## src/rtl/utf8d_pkg.sv

```systemverilog
// ----------------------------------------------------------------------------
// utf8d_pkg
// Shared types and constants for the UTF-8 stream decoder.
// ----------------------------------------------------------------------------
package utf8d_pkg;

  localparam int ByteW  = 8;
  localparam int CodeW  = 22;
  localparam int LenW   = 4;
  localparam int TailW  = 18;
  localparam int TdataW = 32;   // code_point + bytes_used padded to bytes

  localparam logic [ByteW-1:0] ContMask  = 8'hc0;
  localparam logic [ByteW-1:0] ContTag   = 8'h80;
  localparam logic [ByteW-1:0] Lead2Mask = 8'h1f;
  localparam logic [ByteW-1:0] Lead3Mask = 8'h0f;
  localparam logic [ByteW-1:0] SixMask   = 8'h3f;
  localparam logic [LenW-1:0]  LenMax    = 4'd15;
  localparam logic [LenW-1:0]  TailRuns  = 4'd4;

  typedef struct packed {
    logic [CodeW-1:0] code_point;
    logic [LenW-1:0]  bytes_used;
    logic             last;
  } result_t;

endpackage

```

## src/rtl/utf8d_run.sv

```systemverilog
// ----------------------------------------------------------------------------
// utf8d_run
// Run tracker: holds the open byte run and decodes it when it closes.
// ----------------------------------------------------------------------------
module utf8d_run (
  input  logic                       clk,
  input  logic                       rst,
  input  logic                       in_fire,
  input  logic [7:0]                 in_byte,
  output logic                       res_valid,
  output utf8d_pkg::result_t         res
);
  import utf8d_pkg::*;

  logic             pending;
  logic [ByteW-1:0] lead_byte;
  logic [TailW-1:0] tail_bits;
  logic [LenW-1:0]  run_length;

  logic             is_zero;
  logic             is_cont;
  logic [CodeW-1:0] decoded;

  assign is_zero = (in_byte == '0);
  assign is_cont = pending && ((in_byte & ContMask) == ContTag);

  // length follows the byte count, not the lead byte pattern
  always_comb begin
    case (run_length)
      4'd0, 4'd1: decoded = {{(CodeW-ByteW){1'b0}}, lead_byte};
      4'd2:       decoded = {11'b0, lead_byte[4:0], tail_bits[5:0]};
      4'd3:       decoded = {6'b0, lead_byte[3:0], tail_bits[11:0]};
      default:    decoded = {lead_byte[3:0], tail_bits};
    endcase
  end

  assign res_valid      = in_fire && pending && !is_cont;
  assign res.code_point = decoded;
  assign res.bytes_used = run_length;
  assign res.last       = is_zero;

  always_ff @(posedge clk) begin
    if (rst) begin
      pending    <= 1'b0;
      lead_byte  <= '0;
      tail_bits  <= '0;
      run_length <= '0;
    end else if (in_fire) begin
      if (is_zero) begin
        pending    <= 1'b0;
        lead_byte  <= '0;
        tail_bits  <= '0;
        run_length <= '0;
      end else if (is_cont) begin
        // only the first three continuation bytes carry bits
        if (run_length < TailRuns) begin
          tail_bits <= {tail_bits[TailW-7:0], in_byte[5:0]};
        end
        if (run_length < LenMax) begin
          run_length <= run_length + 4'd1;
        end
      end else begin
        pending    <= 1'b1;
        lead_byte  <= in_byte;
        tail_bits  <= '0;
        run_length <= 4'd1;
      end
    end
  end

  assert property (@(posedge clk) disable iff (rst)
    (in_fire && is_zero) |=> (!pending && run_length == '0))
    else $error("zero byte did not close the run");

  assert property (@(posedge clk) disable iff (rst)
    pending |-> (run_length != '0))
    else $error("open run with zero length");

  assert property (@(posedge clk) disable iff (rst)
    (in_fire && !is_zero && !is_cont) |=> (pending && run_length == 4'd1))
    else $error("opening byte did not start a new run");

endmodule

```

## src/rtl/utf8d_skid.sv

```systemverilog
// ----------------------------------------------------------------------------
// utf8d_skid
// Output register with one skid entry, so input is taken while a result waits.
// ----------------------------------------------------------------------------
module utf8d_skid (
  input  logic                 clk,
  input  logic                 rst,
  input  logic                 in_valid,
  input  utf8d_pkg::result_t   in_res,
  output logic                 in_ready,
  output logic                 out_valid,
  input  logic                 out_ready,
  output utf8d_pkg::result_t   out_res
);
  import utf8d_pkg::*;

  logic    skid_valid;
  result_t skid_res;
  logic    load_main;

  assign in_ready  = !skid_valid;
  assign load_main = !out_valid || out_ready;

  always_ff @(posedge clk) begin
    if (rst) begin
      out_valid  <= 1'b0;
      skid_valid <= 1'b0;
    end else if (load_main) begin
      if (skid_valid) begin
        out_valid  <= 1'b1;
        skid_valid <= 1'b0;
      end else begin
        out_valid <= in_valid;
      end
    end else if (in_valid) begin
      skid_valid <= 1'b1;
    end
  end

  always_ff @(posedge clk) begin
    if (load_main) begin
      if (skid_valid) begin
        out_res <= skid_res;
      end else if (in_valid) begin
        out_res <= in_res;
      end
    end else if (in_valid) begin
      skid_res <= in_res;
    end
  end

  assert property (@(posedge clk) disable iff (rst)
    skid_valid |-> out_valid)
    else $error("skid entry held with empty output register");

  assert property (@(posedge clk) disable iff (rst)
    (out_valid && !out_ready && !skid_valid && in_valid) |=> skid_valid)
    else $error("result dropped while output stalled");

  assert property (@(posedge clk) disable iff (rst)
    (skid_valid && out_ready) |=> (out_valid && !skid_valid))
    else $error("skid entry not moved to output");

endmodule

```

## src/rtl/utf8_stream_decoder.sv

```systemverilog
// ----------------------------------------------------------------------------
// utf8_stream_decoder
// Streaming UTF-8 style decoder: bytes in, one code point per byte run out.
//
// Input channel s_*: one byte per item. A nonzero byte not of the form 10xxxxxx
// (or any nonzero byte when no run is open) starts a run; continuation bytes extend
// it. A zero byte ends the string: the open run is flushed with m_tlast set.
// Output channel m_*: one item per finished run, carrying the code point and
// the run's byte count (saturating at 15).
// Throughput: one byte per cycle while s_tready is high. A result is loaded into the
// output register, or into the skid entry if that is stalled, as its closing byte is taken.
// The run state is a handful of registers updated in the accepting cycle;
// decoding is a mux on the run length feeding the output register.
// When the receiver stalls, one more result fits in a skid entry; s_tready
// then drops until the output register drains.
// Reset (rst, synchronous): no run open, output empty, s_tready high.
// ----------------------------------------------------------------------------
module utf8_stream_decoder (
  input  logic        clk,
  input  logic        rst,
  input  logic        s_tvalid,
  output logic        s_tready,
  input  logic [7:0]  s_tdata,   // [7:0] data_byte
  output logic        m_tvalid,
  input  logic        m_tready,
  output logic [31:0] m_tdata,   // [21:0] code_point, [25:22] bytes_used, rest 0
  output logic        m_tlast    // last
);
  import utf8d_pkg::*;

  logic    in_fire;
  logic    res_valid;
  result_t res;
  result_t out_res;

  assign in_fire = s_tvalid && s_tready;

  utf8d_run u_run (
    .clk       (clk),
    .rst       (rst),
    .in_fire   (in_fire),
    .in_byte   (s_tdata),
    .res_valid (res_valid),
    .res       (res)
  );

  utf8d_skid u_skid (
    .clk       (clk),
    .rst       (rst),
    .in_valid  (res_valid),
    .in_res    (res),
    .in_ready  (s_tready),
    .out_valid (m_tvalid),
    .out_ready (m_tready),
    .out_res   (out_res)
  );

  assign m_tdata = {{(TdataW-CodeW-LenW){1'b0}}, out_res.bytes_used, out_res.code_point};
  assign m_tlast = out_res.last;

endmodule

```

## config.mk

```make
export PLATFORM = sky130hd
export DESIGN_NAME = utf8_stream_decoder
export DESIGN_NICKNAME = d
export VERILOG_FILES = /design/src/rtl/utf8d_pkg.sv /design/src/rtl/utf8d_run.sv /design/src/rtl/utf8d_skid.sv /design/src/rtl/utf8_stream_decoder.sv
export SDC_FILE = /design/constraint.sdc
export NUM_CORES = 1
export LEC_CHECK = 0
export ABC_CLOCK_PERIOD_IN_PS = 4800
export BUFFER_PORTS_ARGS = -buffer_cell sky130_fd_sc_hd__buf_2
export CAP_MARGIN = 25
export CORE_ASPECT_RATIO = 1.75
export CORE_MARGIN = 4
export CORE_UTILIZATION = 55
export CTS_CLUSTER_DIAMETER = 50
export DETAILED_ROUTE_END_ITERATION = 6
export PLACE_DENSITY = 0.79
export SYNTH_ARGS = -nofsm -noshare
export SYNTH_HDL_FRONTEND = slang
export SYNTH_SLANG_ARGS = --single-unit
```

## constraint.sdc

```tcl
create_clock -name clk -period 4.8 [get_ports clk]
set_input_delay 0.48 -clock clk [delete_from_list [all_inputs] [get_ports clk]]
set_output_delay 0.48 -clock clk [all_outputs]
set_load 0.05 [all_outputs]
```

==> impl_metrics.csv <==
group,metric,value,unit
outcome,status,"complete, no violations",
global_routing,use_met1,24.9,%
cts,cts_buffers,9,
detailed_routing,first_iter_violations,228,
timing,rsz0062_at_grt,"false",
cells_and_area,fin_cells,480,
critical_path,rr_endpoint,"u_skid.skid_res[7]$_DFFE_PP_",
floorplan,core,0.00686,mm^2
global_routing,grt_usage,20.2,%
power,total_power,0.00159,W
global_routing,grt_pass1_wl,13.3,mm
yosys,yosysTopAreaCell,"edfxtp_1",
timing,final-setup-viol-count,0,
cts,ctsRootBufferMaster,"clkbuf_16",
critical_path,crit_type,"reg -> reg",
cells_and_area,syn2layout_area_growth,11.6,%
placed_design,postPlaceCellArea,0.00404,mm^2
timing,worst_pin_slew,0.936,ns
floorplan,die_w,71.5,um
power,netSwitchingPower,0.000373,W
cts,cts_resized,0,
cts,clockBufferDepth,2,
yosys,syn_inst,365,
detailed_routing,via_per_inst,5.99,
critical_path,worstPathArrival,2.42,ns
placed_design,placedCellCount,463,
hold_path,min_to,"u_run.lead_byte[6]$_SDFFE_PP0P_",
power,p_seq_share,51.6,%
power,combPwrFrac,8.2,%
power,ir_drop,0.000266,V
cts,clk_pin_slew,0.06,ns
global_routing,use_met3,4.39,%
timing,fin_crit_sh,50.2,%
cts,htreeDepth,3,
power,swShare,23.4,%
critical_path,cpPeakStageDelay,0.78,ns
critical_path,ff2ff_setup_slack,2.39,ns
critical_path,start_kind,"flip-flop",
yosys,synth-edff-count,54,
hold_path,hold_depth,3,
timing,slew_headroom,37.3,%
detailed_routing,routedWlPerCell,17.3,um
critical_path,slowest_stage,"nor2b_1",
cts,holdBufCountCts,0,
cells_and_area,fin_nets,407,
detailed_routing,routed_wl,8.30,mm
timing,setup_slack,2.39,ns
floorplan,io_pins,47,
yosys,synth_area,0.00388,mm^2
placed_design,port_buffers,40,
power,intPower,0.00122,W
yosys,synth_warnings,0,
critical_path,ff2ff_path_depth,4,
global_routing,antenna_found_initial,0,
detailed_routing,ant_nets,0,
yosys,post-synth-top-count-cell,"edfxtp_1",
floorplan,start_util,56.6,%
power,p_leak,1.62,nW
floorplan,rows,40,
timing,slew_viol_final,0,
timing,fmax,415,MHz
yosys,synthFlopType,"edfxtp_1",
hold_path,hp-class,"in -> reg",
yosys,synth_area_leaders,"edfxtp_1, dfxtp_1, nand3_1, o21ai_0, nand2_1",
timing,skew,0.00520,ns
timing,final_hold_viol_count,0,
yosys,ys_seq_elements,87,
detailed_routing,via_count,2874,
power,pwr_density_cell,368,mW/mm^2
yosys,synthArstFlopShare,0,%
global_routing,grt_max_degree,30,
global_routing,overflow,0,
cts,cts_setup_buffers,0,
global_routing,grt_busiest_layer,"met2",
floorplan,die-area,0.00851,mm^2
power,clkPwrFrac,40.2,%
critical_path,critPathMaxFanout,22,
yosys,yosys-top-cells-count,"edfxtp_1, nand2_1, nand3_1",
critical_path,critPathBufInv,1,
critical_path,path_delay_family,"simple AND/OR/NAND/NOR gates",
cts,clock_latency,0.34,ns
detailed_routing,drtPass1Iterations,5,
global_routing,grt_pass1_vias,2634,
critical_path,end_kind,"flip-flop",
placed_design,hpwl,5.66,mm
cells_and_area,drive_above_1_share,18.7,%
cts,cts_tree,"yes",
timing,fin_crit,2.41,ns
yosys,yosysSeqAreaShare,58.8,%
cells_and_area,diodes,0,
critical_path,required,4.81,ns
cts,numClockSinks,87,
cells_and_area,fill_cells,554,
critical_path,r2r-start,"u_skid.skid_valid$_SDFFE_PP0P_",
run,max_cap_violations,0,
global_routing,use_met2,32.4,%
critical_path,path_cells,"nor2b_1 -> nand3_1 -> nor2_2 -> buf_4",
cells_and_area,design_area,0.00433,mm^2
yosys,syn_avg_cell_area,10.6,um^2
timing,tns,0,ns
yosys,synth_top_area_share,41.8,%
hold_path,hp-start,"s_tdata[6]",
detailed_routing,drc,0,
yosys,ys_types,48,
placed_design,dp_slack,2.31,ns
placed_design,gp_congestion,0.908,
floorplan,die_y,119,um
==> logic make-up after synthesis <==
kind of cell    after synthesis  synth area share [%]
simple gates                118                  15.1
compound gates              103                  17.3
flops                        87                  58.8
buf+inv                      48                  6.29
mux                           4                  1.10
fa+ha+maj                     4                  1.29
other cells                   1                0.0967
==> worst min-delay path: stages <==
cell	delay [ns]
buf_2	0.11
nand2_1	0.05
a21oi_1	0.05
==> flip-flops by register name, indices dropped and copies added (netlist names) <==
register	flops
u_skid.skid_res	27
u_run.run_length	4
u_run.tail_bits	18
u_skid.skid_valid	1
u_skid.out_res	27
u_run.lead_byte	8
u_run.pending	1
u_skid.out_valid	1
==> power groups by stage <==
stage	Sequential, W	Clock (W)	Combinational, W
after detailed placement	0.000837	0	0.000129
after floorplan	0.000870	0	0.0000702
final	0.000822	0.000641	0.000131
after CTS	0.000822	0.000649	0.000130
after global placement	0.000836	0	0.000127
after global routing	0.000823	0.000677	0.000140
==> placed cells by master, fill, tap and decap left out, types with 3 or more instances in the layout <==
master / n
a211oi_1: 3
ha_1: 4
inv_1: 12
edfxtp_1: 54
a31oi_1: 15
o21ai_0: 36
clkbuf_1: 3
conb_1: 6
nand3_1: 37
nor2_1: 11
a2bb2oi_1: 7
o22ai_2: 5
nand4_1: 5
a21oi_1: 11
nand2_1: 47
dfxtp_1: 33
buf_2: 40
clkbuf_16: 9
o31ai_1: 7
o22ai_1: 8
buf_4: 4
==> stage by stage <==
step                      utilization, %  hold WS (ns)
after floorplan                        -         0.431
after detailed placement            59.0         0.474
after global routing                63.1         0.421
after global placement              59.0         0.453
final                               63.1         0.403
after CTS                           63.0         0.393
==> worst max-delay path by stage <==
stage | startpoint | end | slack, ns | cells after the start
6_report | u_skid.skid_valid$_SDFFE_PP0P_ | u_skid.skid_res[7]$_DFFE_PP_ | 2.39 | 4
5_1_grt | u_skid.skid_valid$_SDFFE_PP0P_ | u_skid.skid_res[18]$_DFFE_PP_ | 2.17 | 4
4_1_cts | u_skid.skid_valid$_SDFFE_PP0P_ | u_skid.skid_res[10]$_DFFE_PP_ | 2.43 | 4
3_5_place_dp | s_tvalid | u_skid.skid_res[10]$_DFFE_PP_ | 2.31 | 5
3_3_place_gp | s_tvalid | u_skid.skid_res[10]$_DFFE_PP_ | 2.39 | 5
2_1_floorplan | s_tdata[6] | u_skid.out_res[0]$_DFFE_PP_ | 2.00 | 4
==> layout make-up <==
type | count | area (um^2) | area share [%]
Sequential cell | 87 | 2280 | 52.7
Multi-Input combinational cell | 235 | 1380 | 31.8
Inverter | 13 | 48.8 | 1.13
Clock buffer | 15 | 269 | 6.21
Timing Repair Buffer | 45 | 241 | 5.58
Tap cell | 84 | 105 | 2.43
Clock inverter | 1 | 5.00 | 0.116
==> layer usage <==
metal,up-vias,share of wire [%]
met1,1347,39
li1,1388,-
met5,-,0
met2,120,51
met4,0,3.4
met3,19,6.0
Note: power is estimated with default switching activity, not from simulation.
